**src/design/lrbs_pkg.sv**
```systemverilog
`default_nettype none

package lrbs_pkg;

	localparam int RelayCount = 18;
	localparam int SlotW      = 5;
	localparam int CoilW      = 6;
	localparam int SlotV      = 16;
	localparam int SlotH      = 17;

	// request kinds carried in tuser
	localparam logic [1:0] REQ_CMD    = 2'd0;
	localparam logic [1:0] REQ_MASK   = 2'd1;
	localparam logic [1:0] REQ_RESYNC = 2'd2;

	// relay groups of a single command
	localparam logic [1:0] GRP_CAP = 2'd0;
	localparam logic [1:0] GRP_IND = 2'd1;
	localparam logic [1:0] GRP_V   = 2'd2;
	localparam logic [1:0] GRP_H   = 2'd3;

	typedef enum logic [0:0] {
		ST_IDLE,
		ST_SCAN
	} state_t;

	typedef struct packed {
		logic take;   // accept the input beat and latch new states
		logic emit;   // load current slot into the output register, advance
		logic skip;   // slot unchanged, advance
	} dp_cmd_t;

	typedef struct packed {
		logic has_work;   // the beat on the input yields at least one pulse
		logic cur_set;    // current slot still has to pulse
		logic last_slot;  // current slot is the final pending one
		logic out_free;   // output register can take a beat this cycle
	} dp_stat_t;

	// set-coil connection per relay slot, reset coil is one above
	function automatic logic [CoilW-1:0] set_coil(input logic [SlotW-1:0] slot);
		logic [CoilW-1:0] coil;
		case (slot)
			5'd0:    coil = 6'd0;
			5'd1:    coil = 6'd2;
			5'd2:    coil = 6'd4;
			5'd3:    coil = 6'd6;
			5'd4:    coil = 6'd8;
			5'd5:    coil = 6'd34;
			5'd6:    coil = 6'd10;
			5'd7:    coil = 6'd12;
			5'd8:    coil = 6'd14;
			5'd9:    coil = 6'd16;
			5'd10:   coil = 6'd18;
			5'd11:   coil = 6'd20;
			5'd12:   coil = 6'd22;
			5'd13:   coil = 6'd24;
			5'd14:   coil = 6'd26;
			5'd15:   coil = 6'd28;
			5'd16:   coil = 6'd30;
			5'd17:   coil = 6'd32;
			default: coil = 6'd0;
		endcase
		return coil;
	endfunction

endpackage

`default_nettype wire

```
**src/design/latching_relay_bank_sequencer_top.sv**
```systemverilog
// a coil beat is loaded into the output register when the scan reaches its pulsing slot
// each input beat is scanned slot by slot up to the last changed relay before the next is taken
// the slot scan counter in the datapath walks the slots; output stalls hold the scan
// an item that pulses nothing leaves the block ready again in the next cycle
// reset (arst_n low, asynchronous): all relay states released, states known, no beat pending
`default_nettype none

module latching_relay_bank_sequencer_top (
	input  wire logic        clk,
	input  wire logic        arst_n,
	// command side
	input  wire logic        s_axis_tvalid,
	output logic             s_axis_tready,
	input  wire logic [23:0] s_axis_tdata,  // relay_group[1:0], relay_index[4:2], action[5], state_mask[23:6]
	input  wire logic [1:0]  s_axis_tuser,  // req_type[1:0]
	// coil pulse side
	output logic             m_axis_tvalid,
	input  wire logic        m_axis_tready,
	output logic [15:0]      m_axis_tdata,  // coil_number[5:0], relay_slot[10:6], zero fill[15:11]
	output logic             m_axis_tuser,  // energize[0]
	output logic             m_axis_tlast
);
	import lrbs_pkg::*;

	dp_cmd_t  cmd;
	dp_stat_t stat;

	logic [CoilW-1:0] coil_number;
	logic [SlotW-1:0] relay_slot;

	// controller: idle waits for a beat, scan walks the slots
	lrbs_ctrl u_ctrl (
		.clk           (clk),
		.arst_n        (arst_n),
		.s_axis_tvalid (s_axis_tvalid),
		.s_axis_tready (s_axis_tready),
		.stat          (stat),
		.cmd           (cmd)
	);

	// datapath: relay state, pending pulse vector, output register
	lrbs_datapath u_dp (
		.clk         (clk),
		.arst_n      (arst_n),
		.cmd         (cmd),
		.stat        (stat),
		.req_type    (s_axis_tuser),
		.relay_group (s_axis_tdata[1:0]),
		.relay_index (s_axis_tdata[4:2]),
		.action      (s_axis_tdata[5]),
		.state_mask  (s_axis_tdata[23:6]),
		.coil_number (coil_number),
		.relay_slot  (relay_slot),
		.energize    (m_axis_tuser),
		.last        (m_axis_tlast),
		.out_valid   (m_axis_tvalid),
		.out_ready   (m_axis_tready)
	);

	// pack the coil beat, unused top bits held at zero
	assign m_axis_tdata = {5'd0, relay_slot, coil_number};

endmodule

`default_nettype wire

```
**src/design/lrbs_ctrl.sv**
```systemverilog
`default_nettype none

module lrbs_ctrl (
	input  wire logic              clk,
	input  wire logic              arst_n,
	input  wire logic              s_axis_tvalid,
	output logic                   s_axis_tready,
	input  wire lrbs_pkg::dp_stat_t stat,
	output lrbs_pkg::dp_cmd_t      cmd
);
	import lrbs_pkg::*;

	state_t state_q;
	state_t state_d;

	always_ff @(posedge clk or negedge arst_n) begin
		if (!arst_n) begin
			state_q <= ST_IDLE;
		end else begin
			state_q <= state_d;
		end
	end

	// next state
	always_comb begin
		state_d = state_q;
		case (state_q)
			ST_IDLE: begin
				if (s_axis_tvalid && stat.has_work) begin
					state_d = ST_SCAN;
				end
			end
			ST_SCAN: begin
				if (stat.cur_set && stat.out_free && stat.last_slot) begin
					state_d = ST_IDLE;
				end
			end
			default: state_d = ST_IDLE;
		endcase
	end

	// outputs
	always_comb begin
		s_axis_tready = 1'b0;
		cmd           = '0;
		case (state_q)
			ST_IDLE: begin
				s_axis_tready = 1'b1;
				cmd.take      = s_axis_tvalid;
			end
			ST_SCAN: begin
				cmd.emit = stat.cur_set && stat.out_free;
				cmd.skip = !stat.cur_set;
			end
			default: ;
		endcase
	end

endmodule

`default_nettype wire

```
**src/design/lrbs_datapath.sv**
```systemverilog
`default_nettype none

module lrbs_datapath (
	input  wire logic                        clk,
	input  wire logic                        arst_n,
	input  wire lrbs_pkg::dp_cmd_t           cmd,
	output lrbs_pkg::dp_stat_t               stat,
	input  wire logic [1:0]                  req_type,
	input  wire logic [1:0]                  relay_group,
	input  wire logic [2:0]                  relay_index,
	input  wire logic                        action,
	input  wire logic [lrbs_pkg::RelayCount-1:0] state_mask,
	output logic [lrbs_pkg::CoilW-1:0]       coil_number,
	output logic [lrbs_pkg::SlotW-1:0]       relay_slot,
	output logic                             energize,
	output logic                             last,
	output logic                             out_valid,
	input  wire logic                        out_ready
);
	import lrbs_pkg::*;

	logic [RelayCount-1:0] relay_states_q;
	logic                  states_unknown_q;
	logic [RelayCount-1:0] pend_q;
	logic [SlotW-1:0]      slot_q;
	logic                  out_valid_q;
	logic [CoilW-1:0]      coil_q;
	logic [SlotW-1:0]      slot_out_q;
	logic                  energize_q;
	logic                  last_q;

	logic [RelayCount-1:0] next_states;
	logic [RelayCount-1:0] changed;
	logic [RelayCount-1:0] pend_rest;
	logic                  is_update;
	logic                  cur_on;

	// wanted states after the beat on the input
	always_comb begin
		next_states = relay_states_q;
		case (req_type)
			REQ_CMD: begin
				case (relay_group)
					GRP_CAP: next_states[{2'b00, relay_index}] = action;
					GRP_IND: next_states[{2'b01, relay_index}] = action;
					GRP_V: begin
						next_states[SlotV] = action;
						if (action) begin
							next_states[SlotH] = 1'b0;
						end
					end
					GRP_H: begin
						next_states[SlotH] = action;
						if (action) begin
							next_states[SlotV] = 1'b0;
						end
					end
					default: ;
				endcase
			end
			REQ_MASK: next_states = state_mask;
			default:  ;
		endcase
	end

	assign is_update = (req_type == REQ_CMD) || (req_type == REQ_MASK);
	assign changed   = states_unknown_q ? '1 : (relay_states_q ^ next_states);
	assign pend_rest = pend_q & ~(RelayCount'(1) << slot_q);
	assign cur_on    = relay_states_q[slot_q];

	assign stat.has_work  = is_update && (changed != '0);
	assign stat.cur_set   = pend_q[slot_q];
	assign stat.last_slot = (pend_rest == '0);
	assign stat.out_free  = !out_valid_q || out_ready;

	// relay state and scan control
	always_ff @(posedge clk or negedge arst_n) begin
		if (!arst_n) begin
			relay_states_q   <= '0;
			states_unknown_q <= 1'b0;
			pend_q           <= '0;
			slot_q           <= '0;
		end else begin
			if (cmd.take) begin
				if (req_type == REQ_RESYNC) begin
					states_unknown_q <= 1'b1;
				end else if (is_update) begin
					relay_states_q   <= next_states;
					states_unknown_q <= 1'b0;
					pend_q           <= changed;
					slot_q           <= '0;
				end
			end else if (cmd.emit) begin
				pend_q <= pend_rest;
				slot_q <= slot_q + 1'b1;
			end else if (cmd.skip) begin
				slot_q <= slot_q + 1'b1;
			end
		end
	end

	// output register
	always_ff @(posedge clk or negedge arst_n) begin
		if (!arst_n) begin
			out_valid_q <= 1'b0;
		end else if (cmd.emit) begin
			out_valid_q <= 1'b1;
		end else if (out_ready) begin
			out_valid_q <= 1'b0;
		end
	end

	always_ff @(posedge clk) begin
		if (cmd.emit) begin
			coil_q     <= set_coil(slot_q) + {{(CoilW-1){1'b0}}, !cur_on};
			slot_out_q <= slot_q;
			energize_q <= cur_on;
			last_q     <= stat.last_slot;
		end
	end

	assign out_valid   = out_valid_q;
	assign coil_number = coil_q;
	assign relay_slot  = slot_out_q;
	assign energize    = energize_q;
	assign last        = last_q;

`ifndef SYNTHESIS
	a_emit_pending: assert property (@(posedge clk) disable iff (!arst_n)
		cmd.emit |-> pend_q[slot_q])
		else $error("emit on a slot with nothing pending");
	a_emit_room: assert property (@(posedge clk) disable iff (!arst_n)
		cmd.emit |-> (!out_valid_q || out_ready))
		else $error("emit overwrote an unsent beat");
	a_slot_range: assert property (@(posedge clk) disable iff (!arst_n)
		(pend_q != '0) |-> (slot_q < SlotW'(RelayCount)))
		else $error("scan ran past the last relay with pulses pending");
	a_final_clears: assert property (@(posedge clk) disable iff (!arst_n)
		(cmd.emit && stat.last_slot) |=> (pend_q == '0))
		else $error("pending pulses left after the final beat");
	a_work_loaded: assert property (@(posedge clk) disable iff (!arst_n)
		(cmd.take && stat.has_work) |=> (pend_q != '0 && slot_q == '0))
		else $error("scan not loaded for an item with pulses");
`endif

endmodule

`default_nettype wire

```
**config.mk**
```make
export PLATFORM = sky130hd
export DESIGN_NAME = latching_relay_bank_sequencer_top
export DESIGN_NICKNAME = d
export VERILOG_FILES = /design/src/design/lrbs_pkg.sv /design/src/design/latching_relay_bank_sequencer_top.sv /design/src/design/lrbs_ctrl.sv /design/src/design/lrbs_datapath.sv
export SDC_FILE = /design/constraint.sdc
export NUM_CORES = 1
export LEC_CHECK = 0
export BUFFER_PORTS_ARGS = -buffer_cell sky130_fd_sc_hd__buf_2
export CORE_MARGIN = 2
export CORE_UTILIZATION = 40
export CTS_BUF_LIST = sky130_fd_sc_hd__clkbuf_8
export DETAILED_ROUTE_END_ITERATION = 7
export HOLD_SLACK_MARGIN = 0.1
export PLACE_DENSITY = 0.67
export SLEW_MARGIN = 10
export SYNTH_ARGS = -nofsm -noshare
export SYNTH_HDL_FRONTEND = slang
export SYNTH_SLANG_ARGS = --single-unit
export TNS_END_PERCENT = 1
```
**constraint.sdc**
```tcl
create_clock -name clk -period 5.19 [get_ports clk]
set_input_delay 1.038 -clock clk [delete_from_list [all_inputs] [get_ports clk]]
set_output_delay 1.038 -clock clk [all_outputs]
set_load 0.01 [all_outputs]
```
## Yosys cells after proc, flatten, opt, wreduce, memory -nomap -nowiden

Memory sizes are Yosys's and may differ from the RTL's.
Cells that the tools add are included.

| word-level totals | value |
|---|---|
| register bits after elaboration | 57 |
| memory bits (read-only) | 160 |
| input bits | 30 |
| output and inout bits | 20 |
| logic and storage cells | 90 |
| memories kept | 1 |

Memories:

| name | depth | width | rd ports | clocked after memory_dff | write ports | RTL line | source |
|---|---|---|---|---|---|---|---|
| (no name shown) | 32 | 5 | 1 | 0 | 0 | lrbs_pkg.sv:43 | `case (slot)` |

| cells by class | value |
|---|---|
| add/subtract/negate cells | 2 |
| order comparisons | 5 |
| equality and inequality tests | 7 |
| shift operators | 1 |
| muxes and demuxes | 36 |
| bitwise logic cells | 5 |
| reduce and logical (&&, ||, !) cells | 23 |

Operators with widths:

| cell | count |
|---|---|
| 18-bit 2-to-1 mux | 5 |
| 18-bit bitwise mux | 2 |
| 18-bit one-hot mux with 2 select lines | 1 |
| 16-bit one-hot mux with 2 select lines | 1 |
| 5-bit 2-to-1 mux | 5 |
| 18-bit AND | 1 |
| 18-bit logical NOT | 1 |
| 18-bit inverter | 1 |
| 18-bit nonzero test | 1 |
| 1-bit by 5-bit << shifter with 18-bit output (first input constant) | 1 |
| 18-bit bitwise XOR | 1 |
| 1-bit 2-to-1 mux | 14 |
| 1-bit binary-select mux with 5-bit select | 2 |
| 3-bit AND reduction | 3 |
| 2-bit one-hot mux with 4 select lines | 1 |
| 6-bit by 1-bit adder with 6-bit output | 1 |
| 1-bit demux with 3-bit select | 2 |
| 2-bit == test (second input constant) | 3 |
| 1-bit logical AND | 6 |
| 3-bit by 6-bit < comparator with 1-bit output (second input constant) | 1 |
| 4-bit by 6-bit < comparator with 1-bit output (second input constant) | 1 |
| 5-bit by 6-bit < comparator with 1-bit output (second input constant) | 1 |
| 6-bit 2-to-1 mux | 1 |
| 2-bit nonzero test | 3 |
| other kinds (14) | 20 |

## Longest topological paths before layout

| depth | value |
|---|---|
| word-level depth | 14 |
| gate-level depth with buffers | 11 |
| gate-level depth less buffers | 9 |

## Modules after synthesis

Synthesis repeated with hierarchy kept, for this count alone.

| unflattened totals | value |
|---|---|
| cell total of the unflattened synthesis | 515 |
| area total of the unflattened synthesis | 4,377.9 µm² |

By module, submodules not included:

| module | times used | cells each | area each (µm²) | seq. area each (µm²) |
|---|---|---|---|---|
| lrbs_datapath | 1 | 502 | 4,274.1 | 1,466.4 |
| lrbs_ctrl | 1 | 7 | 62.6 | 25.0 |
| latching_relay_bank_sequencer_top | 1 | 6 | 41.3 | 0.0 |

## Worst setup path after synthesis

No wires, ideal clock.

| timing | value |
|---|---|
| kind | input to register |
| start point | input port s_axis_tdata[0] |
| end point | register u_ctrl.state_q |
| setup time | 0.131 ns |
| data arrival time | 2.657 ns |
| required time | 5.059 ns |
| slack | 2.402 ns |
| stages on the path | 8 |
| buffers on the path | 2 |
| cells stage by stage | buf_4 -> and3b_1 -> buf_2 -> a221oi_1 -> o22ai_1 -> or4_1 -> nor4_1 -> o21ai_1 |

| between the ends | value |
|---|---|
| longest elaborated chain between the ends | 10 |
| elaborated cells on any way between the ends | 14 |
| those cells by class | eq/ne: 3; mux: 6; bitwise: 1; reduce/logical: 4 |

RTL lines:

| item | RTL line | source |
|---|---|---|
| start: declaration | latching_relay_bank_sequencer_top.sv:14 | `input wire logic [23:0] s_axis_tdata,` |
| 2-bit == test, or another cell as far along | lrbs_datapath.sv:43 | `case (relay_group)` |
| 2-bit one-hot mux with 4 select lines or 16-bit one-hot mux with 2 select lines (tied branches) | lrbs_datapath.sv:43 |  |
| 18-bit one-hot mux with 2 select lines (*) | lrbs_datapath.sv:41 | `case (req_type)` |
| 18-bit bitwise XOR (*) | lrbs_datapath.sv:67 | `assign changed = states_unknown_q ? '1 : (relay_states_q ^ next_states);` |
| 18-bit 2-to-1 mux (*) | lrbs_datapath.sv:67 |  |
| 18-bit nonzero test (*) | lrbs_datapath.sv:71 | `assign stat.has_work = is_update && (changed != '0);` |
| 1-bit logical AND (*) | lrbs_datapath.sv:71 |  |
| 1-bit logical AND (*) | lrbs_ctrl.sv:29 | `if (s_axis_tvalid && stat.has_work) begin` |
| 1-bit 2-to-1 mux (*) | lrbs_ctrl.sv:29 |  |
| 1-bit one-hot mux with 2 select lines (*) | lrbs_ctrl.sv:27 | `case (state_q)` |
| via u_ctrl.state_d | lrbs_ctrl.sv:14 | `state_t state_d;` |
| end signal: assignment | lrbs_ctrl.sv:20 | `state_q <= state_d;` |
| end: declaration | lrbs_ctrl.sv:13 | `state_t state_q;` |

Mark *: on every way through the listed nets, which the timed path passes. The rest lies on a longest branch.
A chain may end at the register's enable or synchronous reset.

## Final worst setup path

| timing | value |
|---|---|
| start point | input port s_axis_tuser[0] |
| end point | register u_ctrl.state_q |

| between the ends | value |
|---|---|
| longest elaborated chain between the ends | 9 |
| elaborated cells on any way between the ends | 11 |
| those cells by class | eq/ne: 1; mux: 4; bitwise: 1; reduce/logical: 5 |

RTL lines:

| item | RTL line | source |
|---|---|---|
| start: declaration | latching_relay_bank_sequencer_top.sv:15 | `input wire logic [1:0] s_axis_tuser,` |
| 2-bit by 1-bit == test with 1-bit output or 2-bit logical NOT (tied branches) | lrbs_datapath.sv:41, lrbs_datapath.sv:66 |  |
| 18-bit one-hot mux with 2 select lines | lrbs_datapath.sv:41 |  |
| 18-bit bitwise XOR | lrbs_datapath.sv:67 |  |
| 18-bit 2-to-1 mux | lrbs_datapath.sv:67 |  |
| 18-bit nonzero test | lrbs_datapath.sv:71 |  |
| 1-bit logical AND (*) | lrbs_datapath.sv:71 |  |
| 1-bit logical AND (*) | lrbs_ctrl.sv:29 |  |
| 1-bit 2-to-1 mux (*) | lrbs_ctrl.sv:29 |  |
| 1-bit one-hot mux with 2 select lines (*) | lrbs_ctrl.sv:27 |  |
| via u_ctrl.state_d | lrbs_ctrl.sv:14 |  |

Marks and branches as above.

==> results.tsv <==
stage	metric	value	unit
routing	post-route ant nets	0	
global_route	remaining global-route overflow	0	
hold_path	Worst Hold Launch	u_dp.pend_q[9]$_DFFE_PN0P_	
global_route	initial antenna violation count	0	
timing	setup TNS	0	ns
placement	I/O Buffers	44	
job	maxcap violations	0	
timing	fin crit period	3.18	ns
die	die height	108	µm
timing	clock skew	0.0155	ns
routing	Total Wirelength	13300	µm
worst_setup_path	crit-path max FO	42	
clock_network	root buf cell	clkbuf_8	
synthesis	Synth top cells by count	62 x nand2_1, 61 x a21oi_1, 48 x o21ai_0, 44 x dfrtp_1, 39 x nor2_1	
die	core area	10400	µm²
global_route	GR Util met3	4.96	%
pwr	Leak	0.00188	µW
timing	Final period util	61.3	%
layout	NumNets Final	577	
global_route	largest net degree at the start of global routing	45	
placement	pre-CTS setup slack	1.75	ns
global_route	Total GRT Usage	23.6	%
synthesis	EDFF count, synth	13	
clock_network	H-Tree Depth	3	
placement	dpl hpwl	9370	µm
timing	f_max	315	MHz
clock_network	Max clock buf depth	2	
die	Die ar.	11600	µm²
worst_setup_path	WS Path Type	input pin to flop	
routing	via count	4211	
global_route	routing usage on met1	31.3	%
routing	DRT iter0 DRCs	315	
worst_setup_path	crit-path cells	buf_2 > nor2b_1 > and2_1 > a221oi_1 > o22ai_1 > or4_1 > nor4_1 > o21ai_1	
hold_path	class of the worst hold path	flop to flop	
layout	Inserted Diodes	0	
timing	Setup-failing EPs final	0	
global_route	vias in the first global route	3973	
timing	worst-margin pin slew	1.12	ns
synthesis	Seq/Total Area, Yosys	34.8	%
timing	Max Slew Vio Count	0	
synthesis	Synth area leader	dfrtp_1	
pwr	pwr dens	572	nW/µm²
synthesis	Yosys cell types	66	
layout	FILL cells	1039	
routing	# DRC	0	
pwr	Peak VDD IR	239	µV
timing	hold violation count in the final report	0	
routing	drt wl/cell	19.6	µm
synthesis	Main synth FF type	dfrtp_1	
routing	vias per inst	6.19	
synthesis	syn_area_per_cell	8.30	µm²
global_route	met2 Usage GRT	37.3	%
synthesis	synth warn	0	
clock_network	cts hold-fix bufs	0	
placement	gpl congestion	0.953	
die	IO Count	50	
global_route	gr busiest metal	met2	
synthesis	post-synth top area share	25.7	%
worst_setup_path	Worst Path Required	5.38	ns
timing	Worst Slack Setup Final	2.01	ns
die	Starting Density	41.4	%
timing	RSZ-0062 raised after global routing	no	
pwr	total power draw	2730	µW
clock_network	CTS Buf Count	9	
worst_setup_path	Critical Path AT	3.37	ns
clock_network	Setup Fix Bufs, Post-CTS	0	
worst_setup_path	Reg-to-Reg Start	u_dp.slot_q[0]$_DFFE_PN0P_	
synthesis	Synth area leaders	dfrtp_1 26%, edfxtp_1 9.1%, a21oi_1 7.1%	
synthesis	Async SR Flop Fraction	77.2	%
synthesis	count leader, synth	nand2_1	
clock_network	Worst-path clk slew	0.07	ns
synthesis	FF+latch count, synth	57	
worst_setup_path	Max stage delay on crit path	0.59	ns
worst_setup_path	Max stage delay cell, worst path	buf_2	
global_route	first-pass GRT wire length	21100	µm
die	FP Rows	37	
die	Die Span X	108	µm
clock_network	TritonCTS sink count	57	
worst_setup_path	Startpoint Class	input pin	
layout	layout cells sized above 1	14.9	%
worst_setup_path	critical path startpoint	s_axis_tuser[0]	
clock_network	Worst-Skew Late Latency	0.35	ns
run_status	outcome	completed	
synthesis	synthesized cell area	4290	µm²
clock_network	CTS tree	built	
timing	Rel. slew slack	25.2	%
layout	synthesis-to-layout area growth	11.2	%
clock_network	Post-CTS Resized	0	
routing	Pre-Repair DR Iteration Count	7	
worst_setup_path	Setup crit end kind	flop	
synthesis	Mapped Cells	517	
-- registers in the layout, summed over array words and instances, names as in the netlist, 5 cells and up --
register / flops
u_dp.relay_slot: 5
u_dp.pend_q: 18
u_dp.coil_number: 6
u_dp.relay_states_q: 18
u_dp.slot_q: 5
-- layer usage --
layer | up-vias | share of wire [%]
met4 | 0 | 3.4
met2 | 229 | 47
met5 | - | 0
met1 | 2006 | 41
met3 | 40 | 8.1
li1 | 1936 | -
-- cells by family after synthesis --
group,Yosys count,synth area share [%]
compound gates,189,27.5
simple gates,171,19.8
buf+inv,64,6.83
flops,57,34.8
mux,17,6.65
xor+xnor,10,2.04
fa+ha+maj,8,2.33
other cells,1,0.0874
-- through the flow --
step                      cell area (µm²)  util (%)  hold slack (ns)  cells
after floorplan                      4300         -            0.436    521
after global placement               4520      43.6            0.522    664
after detailed placement             4520      43.6            0.519    664
after CTS                            4770      46.0            0.537    680
after global routing                 4770      46.0            0.555    680
final                                4770      46.0            0.536    680
-- cells in the final DEF (no fill, tap or decap), types with 3 or more instances in the layout --
master,Yosys,final
nand2_1,62,62
nor2b_1,10,10
a32oi_1,3,3
xor2_1,6,6
buf_2,9,44
o31ai_1,5,5
nand3_1,11,11
nor3_1,8,8
xnor2_1,4,4
a221oi_1,4,4
a211oi_1,6,6
buf_4,9,4
o41ai_1,3,3
o221ai_1,4,4
o22a_1,4,4
a2bb2oi_1,4,4
edfxtp_1,13,13
a21oi_1,61,61
o21ai_0,48,48
inv_1,20,20
dfrtp_1,44,44
mux4_1,4,4
nor2_1,39,38
a21o_1,3,3
conb_1,1,5
bufinv_16,0,3
ha_1,8,8
mux2i_1,9,9
mux4_2,4,4
o22ai_1,13,13
a31oi_1,11,11
nand2b_1,13,13
o21ai_1,3,3
clkbuf_8,0,9
nor3b_1,11,11
-- area by class of cell --
| type | instances | area [µm²] | area share (%) |
|---|---|---|---|
| repair buffers | 48 | 250 | 5.25 |
| clock buffers | 9 | 124 | 2.60 |
| flip-flops and latches | 57 | 1490 | 31.3 |
| clock inverters | 7 | 125 | 2.62 |
| multi-input cells | 400 | 2520 | 52.9 |
| well taps | 136 | 170 | 3.57 |
| inverters | 23 | 86.3 | 1.81 |
-- worst max-delay path: cells and delay by family --
kind | cells | cell delay (ns)
AOI/OAI and AO/OA | 3 | 0.54
buffers and inverters | 1 | 0.59
and+or+nand+nor | 4 | 1.21
-- power breakdown --
part	switching, µW	internal [µW]	leakage [µW]	total (µW)
combinational	683	499	0.00114	1180
sequential	306	700	0.000623	1010
clock	216	324	0.000124	540
total	1210	1520	0.00188	2730
-- worst paths after layout --
kind                       cells after the start  slack [ns]                                  end
setup / recovery                               8        2.01             u_ctrl.state_q$_DFF_PN0_
hold / removal                                 2        0.54           u_dp.pend_q[9]$_DFFE_PN0P_
setup reg to reg                               8        2.12           u_dp.pend_q[2]$_DFFE_PN0P_
hold reg to reg                                2        0.54           u_dp.pend_q[9]$_DFFE_PN0P_
max in group asynchronous                      1        3.65  u_dp.relay_states_q[13]$_DFFE_PN0P_
min in group asynchronous                      1        0.87           u_dp.slot_q[3]$_DFFE_PN0P_
(Power assumes the default switching activity.)
